`config.mk`:
```
export PLATFORM = sky130hd
export DESIGN_NAME = size_class_region_allocator_flat
export DESIGN_NICKNAME = d
export VERILOG_FILES = /design/src/sv/scra_pkg.sv /design/src/sv/scra_req_if.sv /design/src/sv/scra_rsp_if.sv /design/src/sv/scra_class_lane.sv /design/src/sv/size_class_region_allocator.sv /design/src/flat_wrapper.sv
export VERILOG_INCLUDE_DIRS = /design/src /design/src/sv
export SDC_FILE = /design/constraint.sdc
export NUM_CORES = 1
export LEC_CHECK = 0
export BUFFER_PORTS_ARGS = -buffer_cell sky130_fd_sc_hd__buf_2
export CAP_MARGIN = 20
export CORE_ASPECT_RATIO = 0.5
export CORE_MARGIN = 1.5
export CORE_UTILIZATION = 44
export CTS_CLUSTER_SIZE = 14
export DETAILED_ROUTE_END_ITERATION = 7
export SYNTH_ARGS = -nofsm -noshare
export SYNTH_HDL_FRONTEND = slang
export SYNTH_HIERARCHICAL = 1
export SYNTH_SLANG_ARGS = --single-unit
```
`constraint.sdc`:
```
create_clock -name clk -period 4.6 [get_ports clk]
set_input_delay 0.46 -clock clk [delete_from_list [all_inputs] [get_ports clk]]
set_output_delay 0.46 -clock clk [all_outputs]
set_load 0.01 [all_outputs]
```
`src/sv/size_class_region_allocator_assert.svh`:
```
// Assertion macros shared by the allocator RTL.
// Define NO_ASSERTIONS to compile the checks out.
`ifndef SIZE_CLASS_REGION_ALLOCATOR_ASSERT_SVH
`define SIZE_CLASS_REGION_ALLOCATOR_ASSERT_SVH

`ifndef NO_ASSERTIONS

// Same-cycle implication, checked at every rising edge outside reset.
`define SCRA_ASSERT_IMP(lbl, clk, rst_n, ante, cons) \
  lbl: assert property (@(posedge clk) disable iff (!rst_n) (ante) |-> (cons)) \
    else $error("scra: same-cycle check failed");

// Next-cycle implication, checked at every rising edge outside reset.
`define SCRA_ASSERT_NEXT(lbl, clk, rst_n, ante, cons) \
  lbl: assert property (@(posedge clk) disable iff (!rst_n) (ante) |=> (cons)) \
    else $error("scra: next-cycle check failed");

`else

`define SCRA_ASSERT_IMP(lbl, clk, rst_n, ante, cons)
`define SCRA_ASSERT_NEXT(lbl, clk, rst_n, ante, cons)

`endif

`endif

```
`src/sv/scra_pkg.sv`:
```
package scra_pkg;

  // Fixed geometry: the handle fields are 2 and 4 bits wide.
  localparam int NUM_CLASSES = 4;
  localparam int SLOTS       = 16;
  localparam int CLASS_W     = 2;
  localparam int SLOT_W      = 4;
  localparam int COUNT_W     = 5;
  localparam int SIZE_W      = 16;
  localparam int DATA_W      = 32;
  localparam int ADDR_W      = 5;

  typedef logic [CLASS_W-1:0] class_t;
  typedef logic [SLOT_W-1:0]  slot_t;
  typedef logic [COUNT_W-1:0] count_t;
  typedef logic [SIZE_W-1:0]  size_t;

  localparam count_t MAX_COUNT = count_t'(SLOTS);
  localparam size_t RESET_SIZE [NUM_CLASSES] = '{16'd64, 16'd256, 16'd1024, 16'd4096};

  typedef enum logic {
    OP_ALLOC   = 1'b0,
    OP_RELEASE = 1'b1
  } opcode_t;

  typedef enum logic [1:0] {
    ST_DONE        = 2'd0,
    ST_NO_FIT      = 2'd1,
    ST_BAD_RELEASE = 2'd2
  } status_t;

  // Register map, one 32-bit word per register.
  typedef enum logic [2:0] {
    REG_CLASS_SIZE_0  = 3'd0,
    REG_CLASS_SIZE_1  = 3'd1,
    REG_CLASS_SIZE_2  = 3'd2,
    REG_CLASS_SIZE_3  = 3'd3,
    REG_CLASS_COUNT_0 = 3'd4,
    REG_CLASS_COUNT_1 = 3'd5,
    REG_CLASS_COUNT_2 = 3'd6,
    REG_CLASS_COUNT_3 = 3'd7
  } reg_idx_t;

  typedef struct packed {
    opcode_t opcode;
    size_t   request_bytes;
    class_t  release_class;
    slot_t   release_slot;
  } req_t;

  typedef struct packed {
    status_t status;
    class_t  granted_class;
    slot_t   granted_slot;
    count_t  outstanding_count;
  } rsp_t;

  // Commands from the top level into one class lane.
  typedef struct packed {
    logic   refill;
    count_t count_val;
    logic   pop;
    logic   push;
    slot_t  push_slot;
  } lane_cmd_t;

  // Status of one class lane.
  typedef struct packed {
    slot_t  front_slot;
    count_t free_cnt;
    count_t outstanding;
    count_t count;
  } lane_stat_t;

  // Count registers saturate at the pool size.
  function automatic count_t sat_count(input count_t v);
    return (v > MAX_COUNT) ? MAX_COUNT : v;
  endfunction

endpackage

```
`src/sv/scra_req_if.sv`:
```
interface scra_req_if;
  logic              valid;
  logic              ready;
  scra_pkg::req_t    payload;

  modport source (output valid, output payload, input ready);
  modport sink   (input valid, input payload, output ready);
endinterface

```
`src/sv/scra_rsp_if.sv`:
```
interface scra_rsp_if;
  logic              valid;
  logic              ready;
  scra_pkg::rsp_t    payload;

  modport source (output valid, output payload, input ready);
  modport sink   (input valid, input payload, output ready);
endinterface

```
`src/sv/scra_class_lane.sv`:
```
module scra_class_lane (
  input  logic                 clk,
  input  logic                 rst_n,
  input  scra_pkg::lane_cmd_t  cmd,
  output scra_pkg::lane_stat_t stat
);

  // Free list of one class, kept as a ring of slot numbers.
  scra_pkg::slot_t  ring_r [scra_pkg::SLOTS];
  scra_pkg::slot_t  head_r;
  scra_pkg::count_t free_r;
  scra_pkg::count_t outst_r;
  scra_pkg::count_t count_r;
  scra_pkg::slot_t  tail;

  // A released slot goes in right after the last free entry.
  assign tail = head_r + free_r[scra_pkg::SLOT_W-1:0];

  // Reset and refill load slots in order; otherwise pop from the head or push at the tail.
  always_ff @(posedge clk) begin
    if (!rst_n) begin
      for (int i = 0; i < scra_pkg::SLOTS; i++) begin
        ring_r[i] <= scra_pkg::SLOT_W'(i);
      end
      head_r  <= '0;
      free_r  <= scra_pkg::MAX_COUNT;
      outst_r <= '0;
      count_r <= scra_pkg::MAX_COUNT;
    end else if (cmd.refill) begin
      for (int i = 0; i < scra_pkg::SLOTS; i++) begin
        ring_r[i] <= scra_pkg::SLOT_W'(i);
      end
      head_r  <= '0;
      free_r  <= cmd.count_val;
      outst_r <= '0;
      count_r <= cmd.count_val;
    end else if (cmd.pop) begin
      head_r  <= head_r + scra_pkg::SLOT_W'(1);
      free_r  <= free_r - scra_pkg::COUNT_W'(1);
      outst_r <= outst_r + scra_pkg::COUNT_W'(1);
    end else if (cmd.push) begin
      ring_r[tail] <= cmd.push_slot;
      free_r       <= free_r + scra_pkg::COUNT_W'(1);
      outst_r      <= outst_r - scra_pkg::COUNT_W'(1);
    end
  end

  assign stat.front_slot  = ring_r[head_r];
  assign stat.free_cnt    = free_r;
  assign stat.outstanding = outst_r;
  assign stat.count       = count_r;

endmodule

```
`src/sv/size_class_region_allocator.sv`:
```
// A request word is held in the input register, then its result in the result register.
// A result not yet taken stalls the next word. The class scan is four parallel size compares.
// Throughput: one allocate or release per cycle while results are taken.
// Reset (rst_n low, synchronous): sizes 64/256/1024/4096, 16 slots per class,
// free lists in slot order, nothing outstanding, both pipeline registers empty.
`include "size_class_region_allocator_assert.svh"

module size_class_region_allocator (
  input  logic                             clk,
  input  logic                             rst_n,
  scra_req_if.sink                         in_if,
  scra_rsp_if.source                       out_if,
  input  logic                             psel,
  input  logic                             penable,
  input  logic                             pwrite,
  input  logic [scra_pkg::ADDR_W-1:0]      paddr,
  input  logic [scra_pkg::DATA_W-1:0]      pwdata,
  output logic [scra_pkg::DATA_W-1:0]      prdata,
  output logic                             pready
);

  logic                 in_vld_r;
  scra_pkg::req_t       req_r;
  logic                 out_vld_r;
  scra_pkg::rsp_t       rsp_r;
  scra_pkg::rsp_t       rsp_nxt;
  logic                 proc;
  logic                 cfg_wr;
  scra_pkg::reg_idx_t   reg_idx;
  scra_pkg::size_t      size_r [scra_pkg::NUM_CLASSES];
  scra_pkg::lane_cmd_t  lane_cmd [scra_pkg::NUM_CLASSES];
  scra_pkg::lane_stat_t lane_st [scra_pkg::NUM_CLASSES];
  logic [scra_pkg::NUM_CLASSES-1:0] fit;
  logic                 found;
  scra_pkg::class_t     sel;
  logic                 rel_ok;
  scra_pkg::count_t     cnt_val;

  // Handshakes: the input register refills whenever its word moves on.
  assign proc        = in_vld_r && (!out_vld_r || out_if.ready);
  assign in_if.ready = !in_vld_r || proc;
  assign out_if.valid   = out_vld_r;
  assign out_if.payload = rsp_r;

  // Configuration port decode.
  assign pready  = 1'b1;
  assign cfg_wr  = psel && penable && pwrite;
  assign reg_idx = scra_pkg::reg_idx_t'(paddr[scra_pkg::ADDR_W-1:2]);
  assign cnt_val = scra_pkg::sat_count(pwdata[scra_pkg::COUNT_W-1:0]);

  // Class size registers.
  always_ff @(posedge clk) begin
    if (!rst_n) begin
      for (int c = 0; c < scra_pkg::NUM_CLASSES; c++) begin
        size_r[c] <= scra_pkg::RESET_SIZE[c];
      end
    end else if (cfg_wr) begin
      unique case (reg_idx)
        scra_pkg::REG_CLASS_SIZE_0: size_r[0] <= pwdata[scra_pkg::SIZE_W-1:0];
        scra_pkg::REG_CLASS_SIZE_1: size_r[1] <= pwdata[scra_pkg::SIZE_W-1:0];
        scra_pkg::REG_CLASS_SIZE_2: size_r[2] <= pwdata[scra_pkg::SIZE_W-1:0];
        scra_pkg::REG_CLASS_SIZE_3: size_r[3] <= pwdata[scra_pkg::SIZE_W-1:0];
        default: ;
      endcase
    end
  end

  // Register read-back.
  always_comb begin
    unique case (reg_idx)
      scra_pkg::REG_CLASS_SIZE_0:  prdata = scra_pkg::DATA_W'(size_r[0]);
      scra_pkg::REG_CLASS_SIZE_1:  prdata = scra_pkg::DATA_W'(size_r[1]);
      scra_pkg::REG_CLASS_SIZE_2:  prdata = scra_pkg::DATA_W'(size_r[2]);
      scra_pkg::REG_CLASS_SIZE_3:  prdata = scra_pkg::DATA_W'(size_r[3]);
      scra_pkg::REG_CLASS_COUNT_0: prdata = scra_pkg::DATA_W'(lane_st[0].count);
      scra_pkg::REG_CLASS_COUNT_1: prdata = scra_pkg::DATA_W'(lane_st[1].count);
      scra_pkg::REG_CLASS_COUNT_2: prdata = scra_pkg::DATA_W'(lane_st[2].count);
      scra_pkg::REG_CLASS_COUNT_3: prdata = scra_pkg::DATA_W'(lane_st[3].count);
      default:                     prdata = '0;
    endcase
  end

  // Input register.
  always_ff @(posedge clk) begin
    if (!rst_n) begin
      in_vld_r <= 1'b0;
    end else if (in_if.ready) begin
      in_vld_r <= in_if.valid;
    end
  end

  always_ff @(posedge clk) begin
    if (in_if.valid && in_if.ready) begin
      req_r <= in_if.payload;
    end
  end

  // First class in order with a free slot and enough capacity.
  always_comb begin
    found = 1'b0;
    sel   = '0;
    for (int c = 0; c < scra_pkg::NUM_CLASSES; c++) begin
      fit[c] = (lane_st[c].free_cnt != '0) && (size_r[c] >= req_r.request_bytes);
      if (!found && fit[c]) begin
        found = 1'b1;
        sel   = scra_pkg::CLASS_W'(c);
      end
    end
  end

  assign rel_ok = ({1'b0, req_r.release_slot} < lane_st[req_r.release_class].count) &&
                  (lane_st[req_r.release_class].outstanding != '0);

  // Result word and lane commands.
  always_comb begin
    rsp_nxt = '{status: scra_pkg::ST_DONE, granted_class: '0, granted_slot: '0,
                outstanding_count: '0};
    for (int c = 0; c < scra_pkg::NUM_CLASSES; c++) begin
      lane_cmd[c]           = '0;
      lane_cmd[c].count_val = cnt_val;
      lane_cmd[c].push_slot = req_r.release_slot;
    end
    if (cfg_wr) begin
      unique case (reg_idx)
        scra_pkg::REG_CLASS_COUNT_0: lane_cmd[0].refill = 1'b1;
        scra_pkg::REG_CLASS_COUNT_1: lane_cmd[1].refill = 1'b1;
        scra_pkg::REG_CLASS_COUNT_2: lane_cmd[2].refill = 1'b1;
        scra_pkg::REG_CLASS_COUNT_3: lane_cmd[3].refill = 1'b1;
        default: ;
      endcase
    end
    if (req_r.opcode == scra_pkg::OP_ALLOC) begin
      if (found) begin
        rsp_nxt.granted_class     = sel;
        rsp_nxt.granted_slot      = lane_st[sel].front_slot;
        rsp_nxt.outstanding_count = lane_st[sel].outstanding + scra_pkg::COUNT_W'(1);
        lane_cmd[sel].pop         = proc;
      end else begin
        rsp_nxt.status = scra_pkg::ST_NO_FIT;
      end
    end else begin
      if (rel_ok) begin
        rsp_nxt.outstanding_count = lane_st[req_r.release_class].outstanding -
                                    scra_pkg::COUNT_W'(1);
        lane_cmd[req_r.release_class].push = proc;
      end else begin
        rsp_nxt.status            = scra_pkg::ST_BAD_RELEASE;
        rsp_nxt.outstanding_count = lane_st[req_r.release_class].outstanding;
      end
    end
  end

  // One lane per size class.
  for (genvar g = 0; g < scra_pkg::NUM_CLASSES; g++) begin : g_lane
    scra_class_lane u_lane (
      .clk   (clk),
      .rst_n (rst_n),
      .cmd   (lane_cmd[g]),
      .stat  (lane_st[g])
    );
  end

  // Result register.
  always_ff @(posedge clk) begin
    if (!rst_n) begin
      out_vld_r <= 1'b0;
    end else if (proc) begin
      out_vld_r <= 1'b1;
    end else if (out_if.ready) begin
      out_vld_r <= 1'b0;
    end
  end

  always_ff @(posedge clk) begin
    if (proc) begin
      rsp_r <= rsp_nxt;
    end
  end

  // Checks: every region of a class is either free or outstanding.
  for (genvar g = 0; g < scra_pkg::NUM_CLASSES; g++) begin : g_chk
    `SCRA_ASSERT_IMP(a_lane_balance, clk, rst_n, 1'b1,
      ({1'b0, lane_st[g].free_cnt} + {1'b0, lane_st[g].outstanding}) ==
      {1'b0, lane_st[g].count})
  end

  `SCRA_ASSERT_NEXT(a_proc_result, clk, rst_n, proc, out_vld_r && (rsp_r == $past(rsp_nxt)))
  `SCRA_ASSERT_IMP(a_no_fit_empty, clk, rst_n,
    out_vld_r && (rsp_r.status == scra_pkg::ST_NO_FIT),
    (rsp_r.granted_class == '0) && (rsp_r.granted_slot == '0) &&
    (rsp_r.outstanding_count == '0))
  `SCRA_ASSERT_IMP(a_one_lane_cmd, clk, rst_n, 1'b1,
    $onehot0({lane_cmd[0].pop, lane_cmd[1].pop, lane_cmd[2].pop, lane_cmd[3].pop,
              lane_cmd[0].push, lane_cmd[1].push, lane_cmd[2].push, lane_cmd[3].push}))

endmodule

```
`src/flat_wrapper.sv`:
```
// flat-port wrapper written by rule: the top's interface ports become plain ports
module size_class_region_allocator_flat 
  (clk, rst_n, psel, penable, pwrite, paddr, pwdata, prdata, pready, in_if_valid, in_if_payload, in_if_ready, out_if_valid, out_if_payload, out_if_ready);
  scra_req_if in_if_i ();
  scra_rsp_if out_if_i ();
  input  logic clk;
  input  logic rst_n;
  input  logic psel;
  input  logic penable;
  input  logic pwrite;
  input  logic [scra_pkg::ADDR_W-1:0] paddr;
  input  logic [scra_pkg::DATA_W-1:0] pwdata;
  output logic [scra_pkg::DATA_W-1:0] prdata;
  output logic pready;
  input wire logic [$bits(in_if_i.valid)-1:0] in_if_valid;
  input wire logic [$bits(in_if_i.payload)-1:0] in_if_payload;
  output wire logic [$bits(in_if_i.ready)-1:0] in_if_ready;
  output wire logic [$bits(out_if_i.valid)-1:0] out_if_valid;
  output wire logic [$bits(out_if_i.payload)-1:0] out_if_payload;
  input wire logic [$bits(out_if_i.ready)-1:0] out_if_ready;
  assign in_if_i.valid = in_if_valid;
  assign in_if_i.payload = in_if_payload;
  assign in_if_ready = in_if_i.ready;
  assign out_if_valid = out_if_i.valid;
  assign out_if_payload = out_if_i.payload;
  assign out_if_i.ready = out_if_ready;
  size_class_region_allocator u_core (.clk(clk), .rst_n(rst_n), .in_if(in_if_i), .out_if(out_if_i), .psel(psel), .penable(penable), .pwrite(pwrite), .paddr(paddr), .pwdata(pwdata), .prdata(prdata), .pready(pready));
endmodule
```
==> results.md <==
| Metric | This run | Unit |
|---|---|---|
| WL/cell | 21.2 | µm |
| DRT Wirelength | 62.4 | mm |
| Vias post-DR | 16,800 | - |
| Fill cell instance count of the final layout | 4,727 | - |
| Final worst path period share | 94.5 | % |
| Maximum buffer depth of the clock tree | 3 | - |
| Instance area at placement | 26,000 | µm² |
| Highest ir drop seen on vdd | 0.251 | mV |
| CTS Root Cell | sky130_fd_sc_hd__clkbuf_16 | - |
| Vias in the first global route | 16,700 | - |
| CTS H-tree lvls | 2 | - |
| Number of pins with negative max-slew slack in the final report | 0 | - |
| HPWL after detailed placement | 44.3 | mm |
| Worst hold slack | 61.1 | ps |
| Clock network latency to the later pin of the worst-skew pair | 570 | ps |
| Max-cap violations | 0 | - |
| Element type at the critical path end | flip-flop | - |
| Critical path start-end classification | reg -> reg | - |
| Leak | 9.75 | nW |
| Die area | 56,200 | µm² |
| Setup-violating endpoint count in the final report | 0 | - |
| Highest-count cells in the layout ignoring fill and taps | sky130_fd_sc_hd__edfxtp_1 (356), sky130_fd_sc_hd__nor2_1 (160), sky130_fd_sc_hd__buf_4 (152) | - |
| Post-route minimum period | 4350 | ps |
| Antenna diode count | 0 | - |
| Core Box Area | 53,900 | µm² |
| Post-synthesis register bit count | 450 | - |
| Dominant cell type by count on the critical path | sky130_fd_sc_hd__buf_4 | - |
| Worst Setup Start Kind | flip-flop | - |
| Result of the run | completed | - |
| Number of sinks driven by the clock tree | 450 | - |
| Share of post-route cells with drive strength above 1 | 19.6 | % |
| Crit Path Max Fanout | 7 | - |
| Filler-free cell count of the finished design | 2,941 | - |
| Hold-fix buffers, CTS | 0 | - |
| Number of DRC markers after the initial detailed-route iteration | 1,333 | - |
| Core occupancy in the finished layout | 51.4 | % |
| Most common cell after layout, fill and taps aside | sky130_fd_sc_hd__edfxtp_1 | - |
| Final critical-path setup slack | 253 | ps |
| CP max-delay cell | sky130_fd_sc_hd__or3_1 | - |
| Worst-path clk slew | 60 | ps |
| Critical path buffers and inverters | 5 | - |
| Number of primary I/O pins | 115 | - |
| Post-layout nets | 2,380 | - |
| Largest stage delay, worst path | 500 | ps |
| Placed cells | 2,852 | - |
| Worst slack at placement | 88.7 | ps |
| Worst path arrival time | 4630 | ps |
| Cell area after technology mapping | 24,100 | µm² |
| Fin Setup TNS | 0 | ps |
| Post-route cell area | 27,700 | µm² |
| Maximum number of pins on one net before global-route repair | 41 | - |
| Sum of overflow across all layers after global routing | 0 | - |
| Global-route usage over all layers | 22.3 | % |
| TritonCTS Buffers | 45 | - |
| Area growth syn-to-layout | 15.0 | % |
| GP Congestion | 0.864 | - |
| Die boundary height | 168 | µm |
| Initial antenna violation count | 2 | - |
| Worst rel slew slack | 30.6 | % |
| Final hold viol count | 0 | - |
| Port Buffer Count | 79 | - |
| Number of vias per cell after detailed routing | 5.72 | - |
| Number of enable-type register cells in the synthesized netlist | 356 | - |
| Share of flip-flops with an asynchronous set or reset | 0 | % |
| TritonRoute pass-1 iters | 5 | - |
| Cell breakdown of the critical path | inv_1, ha_1, a21oi_1, o21ai_0, a221oi_1, buf_4, a21oi_1, o21ai_0, buf_4, nand4_1, and2_1, and3_1, nand4bb_4, or3_1, buf_4, o21ai_0, buf_4 | - |
| Total number of placement rows | 60 | - |
| Post-synth top flop | sky130_fd_sc_hd__edfxtp_1 | - |
| Clock tree from TritonCTS | built | - |
| Setup repair after global routing missed its margin | false | - |
| Slew @ Worst Pin | 1010 | ps |
| Horiz. Die Dim | 334 | µm |
| Average footprint of a synthesized cell | 11.9 | µm² |
| Total power draw | 9.53 | mW |
| Starting utilization of the core area | 44.7 | % |
| Power density relative to cell area | 344 | nW/µm² |
| Highest clock rate | 230 | MHz |
| Wire length of the first global-routing pass | 97.0 | mm |
| Critical Path RT | 4880 | ps |
| Warnings, synthesis | 6 | - |
| Share of synthesized area occupied by flip-flops and latches | 52.2 | % |
| Gate Count Post-Synth | 2,024 | - |
| Unique masters post-synth | 75 | - |
| Count of unresolved DRC violations after routing | 0 | - |
| Setup clock skew after layout | 16.0 | ps |
| Cell family with most CP delay | simple AND/OR/NAND/NOR gates | - |
| Antenna Violating Nets Remaining | 0 | - |
| Type of the tightest min-delay check | in -> reg | - |
==> logic make-up (layout without fill, tap and decap cells) <==
kind of cell	Yosys count	in the layout	synth area share, %
adder cells (fa/ha/maj)	122	122	6.71
multiplexers	126	126	9.89
XOR/XNOR	61	61	2.22
AND/OR/NAND/NOR	765	765	17.2
buffers and inverters	184	373	3.49
AO/OA/AOI/OAI	314	314	8.26
flip-flops	450	450	52.2
other	2	17	0.0312
==> worst register-to-register path, delay by kind of cell (launching register included) <==
| family | cells | cell delay, ps |
|---|---|---|
| AO/OA/AOI/OAI | 6 | 1070 |
| adder cells (fa/ha/maj) | 1 | 280 |
| buffers and inverters | 5 | 940 |
| flip-flops | 1 | 360 |
| AND/OR/NAND/NOR | 5 | 1410 |
==> Yosys cell counts, drive strengths merged, types with 3 or more instances <==
master	instances	area share, %
edfxtp	356	44
nor3b	18	0.56
o311ai	4	0.15
nand3	51	1.1
nor4	4	0.17
o31ai	6	0.19
a2111oi	3	0.14
xnor2	39	1.4
or4	38	1.2
a211o	9	0.33
nand4	23	0.60
and2	81	2.1
a21boi	21	0.65
a31oi	6	0.16
or3	84	2.2
ha	110	5.7
dfxtp	94	7.8
inv	53	0.83
o21a	9	0.28
buf	46	1.3
nand4bb	4	0.46
o21ai	108	2.3
and4b	4	0.17
nor2b	42	1.1
fa	12	1.0
mux2i	32	1.3
nand2	118	1.9
mux4	89	8.3
a21o	14	0.44
a21oi	61	1.3
o22ai	6	0.16
xor2	22	0.80
a221oi	4	0.15
nand2b	28	0.73
or2	5	0.13
nor2	163	2.6
a211oi	11	0.34
a22oi	37	1.2
nor3	85	1.8
clkbuf	85	1.3
mux2	5	0.23
and3	10	0.26
==> report_power, final <==
| group | internal [mW] | switching (mW) | leakage (nW) |
|---|---|---|---|
| Clock | 2.43 | 1.62 | 0.801 |
| Combinational | 0.367 | 0.553 | 5.03 |
| Sequential | 4.49 | 0.0715 | 3.91 |
| Total | 7.29 | 2.24 | 9.75 |
==> flip-flops by register name, summed over array words and instances (netlist names), named ones only <==
| register | flops |
|---|---|
| u_core/out_if.payload | 13 |
| u_core/in_vld_r | 1 |
| u_core/size_r | 64 |
| u_core/g_lane.u_lane/count_r | 20 |
| u_core/g_lane.u_lane/head_r | 16 |
| u_core/req_r | 23 |
| u_core/g_lane.u_lane/free_r | 20 |
| u_core/out_if.valid | 1 |
| u_core/g_lane.u_lane/ring_r | 256 |
| u_core/g_lane.u_lane/outst_r | 20 |
==> layout make-up <==
cell class	instances	area, µm²	share of cell area, %
clock buffers	58	1290	4.65
multi-input cells	1405	10800	39.0
flip-flops and latches	450	12600	45.4
well taps	713	892	3.22
clock inverters	26	333	1.20
inverters	53	199	0.718
repair buffers	236	1620	5.86
==> routing by layer <==
layer | routed length [µm] | vias to the layer above | part of all wire (%) | GRT usage, %
li1 | - | 7951 | - | -
met1 | 28800 | 8370 | 46 | 31.8
met2 | 29200 | 440 | 47 | 36.3
met3 | 3560 | 69 | 5.7 | 3.43
met4 | 891 | 0 | 1.4 | 4.39
met5 | 0 | - | 0 | 0
==> timing repair <==
| action | 4_1_cts | 5_1_grt |
|---|---|---|
| setup buffers | 0 | 3 |
| resized for setup | 0 | 12 |
| hold endpoints to repair | 0 | 0 |
| setup endpoints to repair | 0 | 54 |
==> final timing paths <==
kind	start	end	slack (ps)	depth (start not counted)
max	u_core/req_r[11]	u_core/g_lane[2].u_lane/ring_r[0][1]	250	17
max reg2reg	u_core/req_r[11]	u_core/g_lane[2].u_lane/ring_r[0][1]	250	17
min	in_if_payload[14]	u_core/req_r[14]	60	1
min reg2reg	u_core/g_lane[2].u_lane/count_r[4]	u_core/g_lane[2].u_lane/count_r[4]	480	2
No activity file was read; power rests on OpenSTA's default activity.
